==> config.mk <==
export PLATFORM = sky130hd
export DESIGN_NAME = ehh_div
export DESIGN_NICKNAME = d
export VERILOG_FILES = /design/src/rtl/ehh_pkg.sv /design/src/rtl/ehh_div.sv
export SDC_FILE = /design/constraint.sdc
export NUM_CORES = 1
export LEC_CHECK = 0
export ABC_CLOCK_PERIOD_IN_PS = 2540
export BUFFER_PORTS_ARGS = -buffer_cell sky130_fd_sc_hd__buf_4
export CAP_MARGIN = 20
export CORE_AREA = 2 2 115 117
export CTS_CLUSTER_SIZE = 25
export DETAILED_ROUTE_END_ITERATION = 7
export DIE_AREA = 0 0 117 119
export SLEW_MARGIN = 20
export SYNTH_ARGS = -nofsm -noshare
export SYNTH_HDL_FRONTEND = slang
export SYNTH_SLANG_ARGS = --single-unit
==> constraint.sdc <==
create_clock -name clock -period 2.54 [get_ports clock]
set_clock_uncertainty 0.15 [all_clocks]
set_input_delay 0.508 -clock clock [delete_from_list [all_inputs] [get_ports clock]]
set_output_delay 0.508 -clock clock [all_outputs]
set_load 0.01 [all_outputs]
==> src/rtl/ehh_pkg.sv <==
// Shared widths, codes and types of the equal-height histogram builder.
package ehh_pkg;

   localparam int DEF_MAX_BUCKETS = 256;
   localparam int DEF_VALUE_BITS  = 32;

   localparam int COUNT_BITS     = 32;
   localparam int LIMIT_BITS     = 9;
   localparam int INDEX_BITS     = 8;
   localparam int TOP_BITS       = 32;
   localparam int TOTAL_BITS     = 41;
   localparam int CSR_INDEX_BITS = 1;

   localparam logic [LIMIT_BITS-1:0] LIMIT_RESET = LIMIT_BITS'(16);

   localparam logic [CSR_INDEX_BITS-1:0] CSR_ROW_COUNT    = 1'b0;
   localparam logic [CSR_INDEX_BITS-1:0] CSR_BUCKET_LIMIT = 1'b1;

   localparam logic REQ_BUILD = 1'b0;
   localparam logic REQ_QUERY = 1'b1;

   localparam logic ANS_BUILD = 1'b0;
   localparam logic ANS_QUERY = 1'b1;

   typedef struct packed {
      logic                  done;
      logic [COUNT_BITS-1:0] height;
   } div_result_type;

endpackage

==> src/rtl/ehh_div.sv <==
// Iterative restoring divider giving the rounded-up bucket height.
module ehh_div (
   input  logic                              clock,
   input  logic                              reset,
   input  logic                              start,
   input  logic [ehh_pkg::COUNT_BITS-1:0]    dividend,
   input  logic [ehh_pkg::LIMIT_BITS-1:0]    divisor,
   output ehh_pkg::div_result_type           result
);
   import ehh_pkg::*;

   localparam int CW = $clog2(COUNT_BITS);

   logic                  busy_ff, busy_in;
   logic                  fin_ff, fin_in;
   logic                  done_ff, done_in;
   logic [CW-1:0]         step_ff, step_in;
   logic [LIMIT_BITS-1:0] rem_ff, rem_in;
   logic [COUNT_BITS-1:0] quo_ff, quo_in;
   logic [LIMIT_BITS-1:0] dsr_ff, dsr_in;
   logic [COUNT_BITS-1:0] height_ff, height_in;
   logic [LIMIT_BITS:0]   trial;
   logic [LIMIT_BITS:0]   diff;

   assign trial = {rem_ff, quo_ff[COUNT_BITS-1]};
   assign diff  = trial - {1'b0, dsr_ff};

   always_comb begin
      busy_in   = busy_ff;
      fin_in    = 1'b0;
      done_in   = 1'b0;
      step_in   = step_ff;
      rem_in    = rem_ff;
      quo_in    = quo_ff;
      dsr_in    = dsr_ff;
      height_in = height_ff;
      if (start) begin
         busy_in = 1'b1;
         step_in = '0;
         rem_in  = '0;
         quo_in  = dividend;
         dsr_in  = divisor;
      end else if (busy_ff) begin
         if (trial >= {1'b0, dsr_ff}) begin
            rem_in = diff[LIMIT_BITS-1:0];
            quo_in = {quo_ff[COUNT_BITS-2:0], 1'b1};
         end else begin
            rem_in = trial[LIMIT_BITS-1:0];
            quo_in = {quo_ff[COUNT_BITS-2:0], 1'b0};
         end
         step_in = step_ff + CW'(1);
         if (step_ff == CW'(COUNT_BITS - 1)) begin
            busy_in = 1'b0;
            fin_in  = 1'b1;
         end
      end else if (fin_ff) begin
         height_in = quo_ff + COUNT_BITS'(rem_ff != '0);
         done_in   = 1'b1;
      end
   end

   always_ff @(posedge clock) begin
      if (reset) begin
         busy_ff <= 1'b0;
         fin_ff  <= 1'b0;
         done_ff <= 1'b0;
      end else begin
         busy_ff <= busy_in;
         fin_ff  <= fin_in;
         done_ff <= done_in;
      end
      step_ff   <= step_in;
      rem_ff    <= rem_in;
      quo_ff    <= quo_in;
      dsr_ff    <= dsr_in;
      height_ff <= height_in;
   end

   assign result.done   = done_ff;
   assign result.height = height_ff;

endmodule

## Word level (Yosys, flattened, before mapping)

Index checks and enable logic that the tools add are counted.

| word-level totals | value |
|---|---|
| output and inout bits | 33 |
| logic and storage cells | 29 |
| bits of input ports | 44 |
| register bits after elaboration | 90 |

| cells by class | value |
|---|---|
| add/sub/neg operators | 3 |
| reductions and logical operators | 5 |
| eq/ne operators | 1 |
| multiplexer cells | 9 |
| order comparisons | 1 |
| bitwise operators | 2 |

Operator list:

| cell | count |
|---|---|
| $mux 32 | 2 |
| $add 32x1->32 | 1 |
| $ge 10x9->1 | 1 |
| $mux 9 | 1 |
| $reduce_bool 9->1 | 1 |
| $sub 9x9->9 | 1 |
| $mux 1 | 6 |
| $reduce_or 3->1 | 2 |
| $add 5x1->5 const B | 1 |
| $eq 5x5->1 const B | 1 |
| $reduce_and 3->1 | 1 |
| $not 1->1 | 2 |
| $reduce_bool 2->1 | 1 |

## Longest topological paths before layout

Gate-level depths: netlist (run 1).

| depth | value |
|---|---|
| word-level depth | 4 |
| gate-level depth with buffers | 11 |
| depth with buffers taken out | 10 |

## Worst setup path before layout (run 1)

Ideal clock, no wire load.

| timing path | value |
|---|---|
| kind | register to register |
| start point | register quo_ff[31] |
| end point | register quo_ff[0] (data pin) |
| slack | 1 ps |
| arrival | 2,129 ps |
| required time | 2,130 ps |
| stages on the path, launching flop included | 11 |
| clock period less this slack | 2,539 ps |
| path buffers | 1 |
| library setup time | 260 ps |
| path through | edfxtp_1 > inv_1 > ha_1 > inv_1 > fa_1 > a211oi_2 > o21ai_1 > a31oi_1 > o21bai_2 > buf_6 > mux2_2 |

| between the ends | value |
|---|---|
| cells in the longest elaborated chain, start to end | 4 |

RTL lines:

| item | line | RTL |
|---|---|---|
| from (decl) | ehh_div.sv:19 | `logic [COUNT_BITS-1:0] quo_ff, quo_in;` |
| from (signal assigned) | ehh_div.sv:74 | `quo_ff <= quo_in;` |
| $ge 10x9->1 | ehh_div.sv:44 | `if (trial >= {1'b0, dsr_ff}) begin` |
| $mux 1 | ehh_div.sv:44 |  |
| $mux 32 | ehh_div.sv:43 | `end else if (busy_ff) begin` |
| $mux 32 | ehh_div.sv:37 | `if (start) begin` |
| net quo_in[0] | ehh_div.sv:19 |  |

The timed path passes the listed nets, and every way through them passes these cells. The select of a mux whose other input is x is not followed.
A chain may end at the register's enable or synchronous reset.

## Worst setup path after layout (run 1)

Ends and elaborated chain as after synthesis.

==> results of run 1 <==
power by group through the flow:
stage          Combinational [W]  Sequential, W  Clock, W
2_1_floorplan           0.000289        0.00180         0
3_3_place_gp            0.000416        0.00181         0
3_5_place_dp            0.000423        0.00182         0
4_1_cts                 0.000438        0.00179   0.00137
5_1_grt                 0.000517        0.00180   0.00143
6_report                0.000467        0.00179   0.00134
placed cells by master (no fill, tap or decap), types with 3 or more instances in the layout:
master     synthesis  layout
buf_4              1      87
edfxtp_1          73      73
mux2_2            32      32
xnor2_1           30      30
nand2_1           24      24
nor2_1            20      20
dfxtp_1           17      17
nand3_1           16      16
ha_1              14      13
inv_1             14      12
and3_1            10      10
clkbuf_16          0      10
nand4_1            9       9
xor2_1             9       9
mux2i_1            8       7
o21ai_0            7       5
and4_1             3       3
nand2b_1           3       3
o211ai_1           3       3
clkbuf_8           0       3
buf_6              1       3
final cells by class:
| type | instances | area [µm²] |
|---|---|---|
| flip-flops and latches | 90 | 2530 |
| fillers | 1184 | 7260 |
| inverters | 14 | 52.6 |
| clock inverters | 3 | 18.8 |
| repair buffers | 91 | 707 |
| well taps | 176 | 220 |
| multi-input cells | 221 | 1790 |
| clock buffers | 13 | 292 |
critical path, cell delays in order, from the launching register on:
cell	delay, ns
edfxtp_1	0.40
inv_2	0.09
ha_4	0.13
inv_2	0.04
fa_2	0.39
a211oi_4	0.27
o21ai_2	0.10
a31oi_4	0.26
o21bai_4	0.14
mux2_2	0.27
per-layer routing:
layer / global-route usage (%) / share of wire [%]
met2: 20.6 / 48
met1: 16.6 / 45
met5: 0 / 0
met4: 5.88 / 2.5
met3: 2.95 / 4.3
cell families (layout without fill, tap and decap cells):
kind of cell,count (synthesis),after routing,synth area share (%)
and+or+nand+nor,100,100,12.6
DFF,90,90,58.4
muxes,40,40,10.2
xor gates and xnor gates,39,39,7.87
AOI/OAI and AO/OA,26,27,4.21
buffers and inverters,23,121,2.28
adders and majority gates,15,15,4.50
through the flow:
stage	std cells	hold WS (ns)	area [µm²]
after floorplan	333	0.299	4340
after global placement	589	0.330	5190
after detailed placement	589	0.348	5190
after CTS	607	0.183	5540
after global routing	608	0.183	5610
final	608	0.191	5610
sequential cells by signal, indices dropped and copies added (netlist names):
| register | count |
|---|---|
| height_ff | 32 |
| quo_ff | 32 |
| dsr_ff | 9 |
| rem_ff | 9 |
| step_ff | 5 |
| busy_ff | 1 |
| done_ff | 1 |
| fin_ff | 1 |
what timing repair did:
| item | in CTS | in global routing |
|---|---|---|
| pin swaps | 3 | 9 |
| setup endpoints to repair | 7 | 10 |
| gates cloned | 1 | 0 |
| buffers inserted | 1 | 1 |
| resized for setup | 2 | 17 |
final timing paths:
path,depth (start not counted),slack [ns],startpoint,to
min,1,0.19,divisor[2],dsr_ff[2]
min reg2reg,2,0.33,rem_ff[8],rem_ff[8]
max reg2reg,9,0.06,quo_ff[31],quo_ff[0]
max,9,0.06,quo_ff[31],quo_ff[0]
==> results.toml, run 1 <==
[yosys]
synth-edff-count = 73
synth_nets = 392
ys_ff_latch = 90
synth_cell_type_count = 44
async_flop_share_pct = 0
ys.flop_type = "edfxtp_1"
yosysWarnings = 0
syn_inst = 333
synth.largest_area_cell = "edfxtp_1"
ys_top_cells_by_area = "edfxtp_1, mux2_2, dfxtp_1"
ys_seq_area_share_pct = 58.4
synth.top_cells.by_count = "edfxtp_1, mux2_2, xnor2_1, nand2_1, nor2_1"
synth_most_common_cell = "edfxtp_1"
synth.top_cell.area_share_pct = 50.5
synth_area_um2 = 4340
syn_area_per_cell_um2 = 13.0

[sta]
drv_slew = 0
fmax_mhz = 403
finalHoldViolations = 0
setup_viol = 0
tightest_slew_ns = 0.512
slew_headroom_pct = 65.7
rsz0062_at_grt = "true"
period_needed_ns = 2.48
setup_ws_ns = 0.0565
fin_tns_setup_ns = 0
timing.final.crit_share_pct = 97.8

[grt]
grt_usage_pct = 12.9
grt_pass1_wl_um = 13800
grt_max_degree = 33
gr-total-overflow = 0
first_global_vias = 2871
antenna_found_initial = 0

[pwr]
switching_power_w = 0.000835
p_per_area_nw_per_um2 = 640
p_leak_nw = 2.17
p_comb_share_pct = 13.0
vdd_ir_drop_max_mv = 0.237
p_int_w = 0.00276
power_frac_clock_pct = 37.3
swShare_pct = 23.2
pwr-share-seq_pct = 49.7
p_total_w = 0.00359

[place]
gp_congestion = 0.799
place_ws_ns = -0.0382
dp_hpwl_um = 6240
portBuffers = 76

[floorplanning]
coreArea_um2 = 12900
die_w_um = 117
die_area_um2 = 13900
ios = 77
rows = 42
die_h_um = 119
start_util_pct = 33.7

[cts]
cts_max_level = 3
cts-root-buf = "clkbuf_16"
cts_sinks = 90
tritoncts = "yes"
clock_path_buffers = 2
clkSlewWorstSetupHoldPaths_ns = 0.06
cts_hold_buf = 0
cts_buffers = 9
clock_latency_ns = 0.34

[drt]
postRouteAntennaNets = 0
routed_wirelength_um = 8560
drc = 0
num_vias = 2864
drt_pass1_iterations = 4
wire_per_inst_um = 14.1
vias_per_cell = 4.71
drt-initial-drc-count = 159

[critical_path]
critical_path_class = "reg2reg"
cp.arrival_ns = 2.43
cp-start-kind = "flop"
crit_required_ns = 2.48
critPathMaxFanout = 6
critPathCaptureType = "flop"

[finish]
diodes = 0
drive_gt1_share_pct = 35.9
syn_to_final_growth_pct = 29.4
final_util_pct = 43.6
fin_nets = 486

[status]
status = "finished, final reports clean"

[worst_hold_path]
holdCritPathClass = "in2reg"

[flow_run]
maxCapViolCount = 0
Note: power is estimated with default switching activity, not from simulation.
==> run 2: changes to the inputs <==
==> constraint.sdc (replaced) <==
create_clock -name clock -period 2.54 [get_ports clock]
set_clock_uncertainty 0.15 [all_clocks]
set_input_delay 0.127 -clock clock [delete_from_list [all_inputs] [get_ports clock]]
set_output_delay 0.127 -clock clock [all_outputs]
set_load 0.01 [all_outputs]
==> run 2 against run 1 <==
Final area increased by 6.8%. Worst hold slack got worse by 0.18 ns. Setup slack lost 0.054 ns. Sequential share of layout area fell by 2.9 points. Count of clock-buffer cells in the layout down 3. Fmax is 2.1% lower. Combinational power increased by 6.4%. Sequential power hardly changed.
==> results.toml, run 2 (synthesis gave the netlist of run 1 again) <==
[grt]
gr-total-overflow = 0
grt_max_degree = 29
grt_usage_pct = 13.6
antenna_found_initial = 0
grt_pass1_wl_um = 14600
first_global_vias = 3065

[place]
portBuffers = 76
gp_congestion = 0.775
dpl-instance-area_um2 = 5180
dp_hpwl_um = 6320
place_inst = 589

[critical_path]
crit_path_end = "rem_ff[5]"
cp-start-kind = "flop"
crit_required_ns = 2.61
r2r_slack_ns = 0.003
r2r_cells = 12
cp-startpoint = "quo_ff[31]"
critPathCaptureType = "flop"
critPathMaxFanout = 7
critical_path_class = "reg2reg"
reg2reg_to = "rem_ff[5]"
cp.arrival_ns = 2.61
r2r_start = "quo_ff[31]"

[floorplanning]
rows = 42
ios = 77
coreArea_um2 = 12900
die_area_um2 = 13900
die_h_um = 119
start_util_pct = 33.7
die_w_um = 117

[pwr]
power_frac_clock_pct = 38.9
p_leak_nw = 2.34
swShare_pct = 23.3
p_comb_share_pct = 13.3
switching_power_w = 0.000872
vdd_ir_drop_max_mv = 0.246
p_int_w = 0.00286
pwr-share-seq_pct = 47.8
p_per_area_nw_per_um2 = 623

[cts]
cts_buffers = 9
cts_max_level = 3
clkSlewWorstSetupHoldPaths_ns = 0.06
cts_sinks = 90
clock_latency_ns = 0.34
tritoncts = "yes"
cts-root-buf = "clkbuf_16"
clock_path_buffers = 2

[finish]
diodes = 0
final_common_cell = "buf_4"
reg.largest.list = "height_ff (32), quo_ff (32)"
drive_gt1_share_pct = 32.4
fin_nets = 529
final_cell_area_um2 = 6000
layout.cells.non_filler = 651
final_cell_mix = "buf_4, edfxtp_1, dlygate4sd3_1, mux2_2, xnor2_1"
syn_to_final_growth_pct = 38.2

[flow_run]
maxCapViolCount = 0

[sta]
period_needed_ns = 2.54
drv_slew = 0
tightest_slew_ns = 0.532
finalHoldViolations = 0
setup_viol = 0
slew_headroom_pct = 64.4
rsz0062_at_grt = "true"
timing.final.crit_share_pct = 99.9
fmax_mhz = 394

[worst_hold_path]
worstHoldStart = "start"
holdCritPathClass = "in2reg"

[drt]
drt_pass1_iterations = 4
num_vias = 2981
drt-initial-drc-count = 131
vias_per_cell = 4.58
wire_per_inst_um = 13.7
postRouteAntennaNets = 0
routed_wirelength_um = 8940
drc = 0

[status]
status = "finished, final reports clean"
## run 2: cell types whose count changed in the layout (fill, tap and decap cells not counted), moves of 2 or more
cell,previous run,this run
inv_6,0,3
buf_4,87,92
o21ai_1,2,4
buf_6,3,1
clkinv_2,2,0
a211oi_2,0,2
clkbuf_8,3,0
dlygate4sd3_1,0,42
bufinv_16,0,2
## run 2: area by class of cell
cell class	count	area (µm²)
fillers	1172	6880
flip-flops and latches	90	2530
multi-input cells	220	1740
repair buffers	135	1120
clock buffers	10	229
well taps	176	220
clock inverters	6	95.1
inverters	14	52.6
## run 2: worst min-delay path by stage
stage / cells after the start / endpoint / slack [ns]
floorplan: 1 / done_ff / 0.05
global placement: 1 / dsr_ff[1] / 0.16
detailed placement: 1 / dsr_ff[5] / 0.16
CTS: 2 / step_ff[1] / 0.01
global route: 2 / step_ff[1] / 0.03
finish: 2 / step_ff[1] / 0.01
## run 2: worst max-delay path: stages (launching register included)
cell	delay (ns)
edfxtp_1	0.42
inv_2	0.10
ha_4	0.13
inv_2	0.04
fa_2	0.38
a211oi_2	0.24
o21ai_1	0.11
a31oi_2	0.27
o21bai_4	0.14
buf_6	0.15
buf_4	0.12
nand4_1	0.08
o211ai_1	0.10
## run 2: routing by layer
layer | GRT usage (%) | up-vias | part of all wire (%)
li1 | - | 1503 | -
met1 | 16.9 | 1398 | 45
met2 | 22.8 | 70 | 50
met3 | 3.00 | 10 | 3.7
met4 | 5.07 | 0 | 1.5
met5 | 0 | - | 0
## run 2: per-stage QoR
| step | TNS [ns] | util (%) | setup slack [ns] | power, W | hold slack [ns] |
|---|---|---|---|---|---|
| floorplan | 0 | - | 0.000990 | 0.00209 | 0.0486 |
| global placement | 0 | 40.2 | 0.0107 | 0.00223 | 0.157 |
| detailed placement | -0.492 | 40.2 | -0.0983 | 0.00224 | 0.156 |
| CTS | 0 | 46.3 | 0.00922 | 0.00376 | 0.0147 |
| global route | -0.748 | 46.6 | -0.121 | 0.00390 | 0.0278 |
| finish | 0 | 46.6 | 0.00294 | 0.00373 | 0.0134 |
## run 2: power groups by stage
stage                     Sequential, W  Combinational [W]  Clock [W]
after detailed placement        0.00182           0.000420          0
after global routing            0.00180           0.000551    0.00155
after floorplan                 0.00180           0.000289          0
final                           0.00179           0.000497    0.00145
after global placement          0.00181           0.000413          0
after CTS                       0.00178           0.000487    0.00149
## run 2: timing repair
action                                  4_1_cts  5_1_grt
hold buffers                                 42        0
pin swaps                                     4        9
gates resized for setup                       5        9
endpoints found under the setup margin       10       11
cloned                                        0        0
hold endpoints to repair                     44        0
buffers inserted                              3        1
==> run 3: changes to the inputs <==
- CORE_AREA: 2 2 115 117 -> 2 2 105 127
- DIE_AREA: 0 0 117 119 -> 0 0 107 129
==> run 3 against run 2 <==
Fmax up 1.3%. Setup slack better by 0.033 ns. Via count up 1.2%. Register-to-register slack better by 0.03 ns. First-iteration DRC count down 40%. Total power down 6.0%. Global-route usage down 0.085 points. Utilization up 0.90 points. Highest routed layer unchanged.
==> results.toml, run 3 (synthesis gave the netlist of run 1 again) <==
[critical_path]
critical_path_class = "reg2reg"
critPathCaptureType = "flop"
critPathSlowestCell = "edfxtp_1"
worstPathCellList = "inv_2 > ha_4 > inv_1 > fa_2 > a211oi_4 > o21ai_2 > a31oi_4 > o21bai_4 > mux2_4"
slowest_delay_ns = 0.41
cp-start-kind = "flop"
crit_required_ns = 2.48
cp.arrival_ns = 2.44
critPathMaxFanout = 5

[drt]
num_vias = 3017
postRouteAntennaNets = 0
drt_pass1_iterations = 4
drt-initial-drc-count = 79
wire_per_inst_um = 14.4
vias_per_cell = 4.76
drc = 0
routed_wirelength_um = 9110

[finish]
syn_to_final_growth_pct = 37.4
seqCellArea_um2 = 2530
multi_input_area_um2 = 1790
final_common_cell = "buf_4"
diodes = 0
fin_nets = 525
final_cell_area_um2 = 5960
drive_gt1_share_pct = 32.3
final_cell_mix = "buf_4, edfxtp_1, dlygate4sd3_1, mux2_2, xnor2_1"
n_fill_cell = 1104
reg.largest.list = "height_ff (32), quo_ff (32)"

[cts]
tritoncts = "yes"
cts-root-buf = "clkbuf_16"
clock_latency_ns = 0.34
clkSlewWorstSetupHoldPaths_ns = 0.06
cts_max_level = 3
clock_path_buffers = 2
cts_buffers = 9
cts_sinks = 90

[grt]
antenna_found_initial = 0
use_met3_pct = 2.28
grt_max_degree = 35
gr-total-overflow = 0
grt_usage_pct = 13.5
met2_usage_pct = 24.5
first_global_vias = 3051
use_met1_pct = 15.2
grt_pass1_wl_um = 14500
grt-busiest-layer = "met2"

[floorplanning]
ios = 77
start_util_pct = 34.6
die_area_um2 = 13800
die_w_um = 107
coreArea_um2 = 12600
die_h_um = 129
rows = 45

[sta]
finalHoldViolations = 0
drv_slew = 0
timing.final.crit_share_pct = 98.6
setup_viol = 0
period_needed_ns = 2.50
tightest_slew_ns = 0.415
slew_headroom_pct = 72.1
fmax_mhz = 399
setup_ws_ns = 0.0364

[place]
place_ws_ns = -0.0780
dp_hpwl_um = 6240
dpl-instance-area_um2 = 5170
portBuffers = 76
gp_congestion = 0.826

[pwr]
p_leak_nw = 2.30
p_per_area_nw_per_um2 = 589
vdd_ir_drop_max_mv = 0.268
p_total_w = 0.00351

[worst_hold_path]
holdCritPathClass = "in2reg"

[flow_run]
maxCapViolCount = 0

[status]
status = "finished, final reports clean"
==> run 3: cell count changes in the layout (fill, tap and decap cells not counted), moves of 2 or more <==
| cell | before | now |
|---|---|---|
| inv_6 | 3 | 0 |
| clkinvlp_4 | 0 | 3 |
| buf_12 | 0 | 2 |
| o21ai_0 | 4 | 6 |
| o21ai_1 | 4 | 1 |
| buf_4 | 92 | 85 |
| a211oi_2 | 2 | 0 |
| bufinv_16 | 2 | 0 |
==> run 3: power by group <==
| part | leakage (nW) | switching (W) | internal (W) |
|---|---|---|---|
| registers | 0.837 | 0.0000827 | 0.00170 |
| logic | 1.34 | 0.000224 | 0.000286 |
| clock network | 0.123 | 0.000553 | 0.000658 |
| total | 2.30 | 0.000860 | 0.00265 |
==> run 3: stage by stage <==
step                hold slack (ns)  cells  setup TNS [ns]  utilization, %
CTS                         0.00185    633               0            46.9
detailed placement            0.156    574          -0.324            41.2
finish                      0.00250    634               0            47.5
floorplan                    0.0486    333               0               -
global placement              0.157    574               0            41.2
global route                 0.0172    634          -0.143            47.5
==> run 3: timing repair <==
item                                   in CTS  in global routing
hold buffers                               42                  0
cloned                                      1                  0
gates resized for setup                     3                 14
buffers inserted                            1                  1
setup endpoints to repair                   6                 13
endpoints found under the hold margin      44                  0
pin swaps                                   3                  9
==> run 3: worst max-delay path: cells and delay by family, from the launching register on <==
kind / cells / cell delay (ns)
compound gates: 4 / 0.74
flops: 1 / 0.41
mux: 1 / 0.27
buf+inv: 2 / 0.15
fa+ha+maj: 2 / 0.52
==> run 3: layout make-up <==
| class | count | share of cell area [%] |
|---|---|---|
| Multi-Input combinational cell | 221 | 30.0 |
| Tap cell | 164 | 3.44 |
| Sequential cell | 90 | 42.5 |
| Timing Repair Buffer | 130 | 18.6 |
| Clock buffer | 9 | 3.78 |
| Clock inverter | 6 | 0.756 |
| Inverter | 14 | 0.882 |
==> run 3: worst paths after layout <==
kind                                  from          to  slack, ns  cells past startpoint
worst max register to register  quo_ff[31]   quo_ff[0]       0.04                      9
worst min register to register  step_ff[4]  step_ff[4]       0.36                      2
worst min-delay path                 start  step_ff[3]      0.002                      2
worst max-delay path            quo_ff[31]   quo_ff[0]       0.04                      9
==> run 3: metal layers <==
layer  vias to the layer above  wire length, µm
met5                         -                0
met4                         0              188
met3                        15              308
met2                        63             4780
met1                      1452             3830
li1                       1487                -
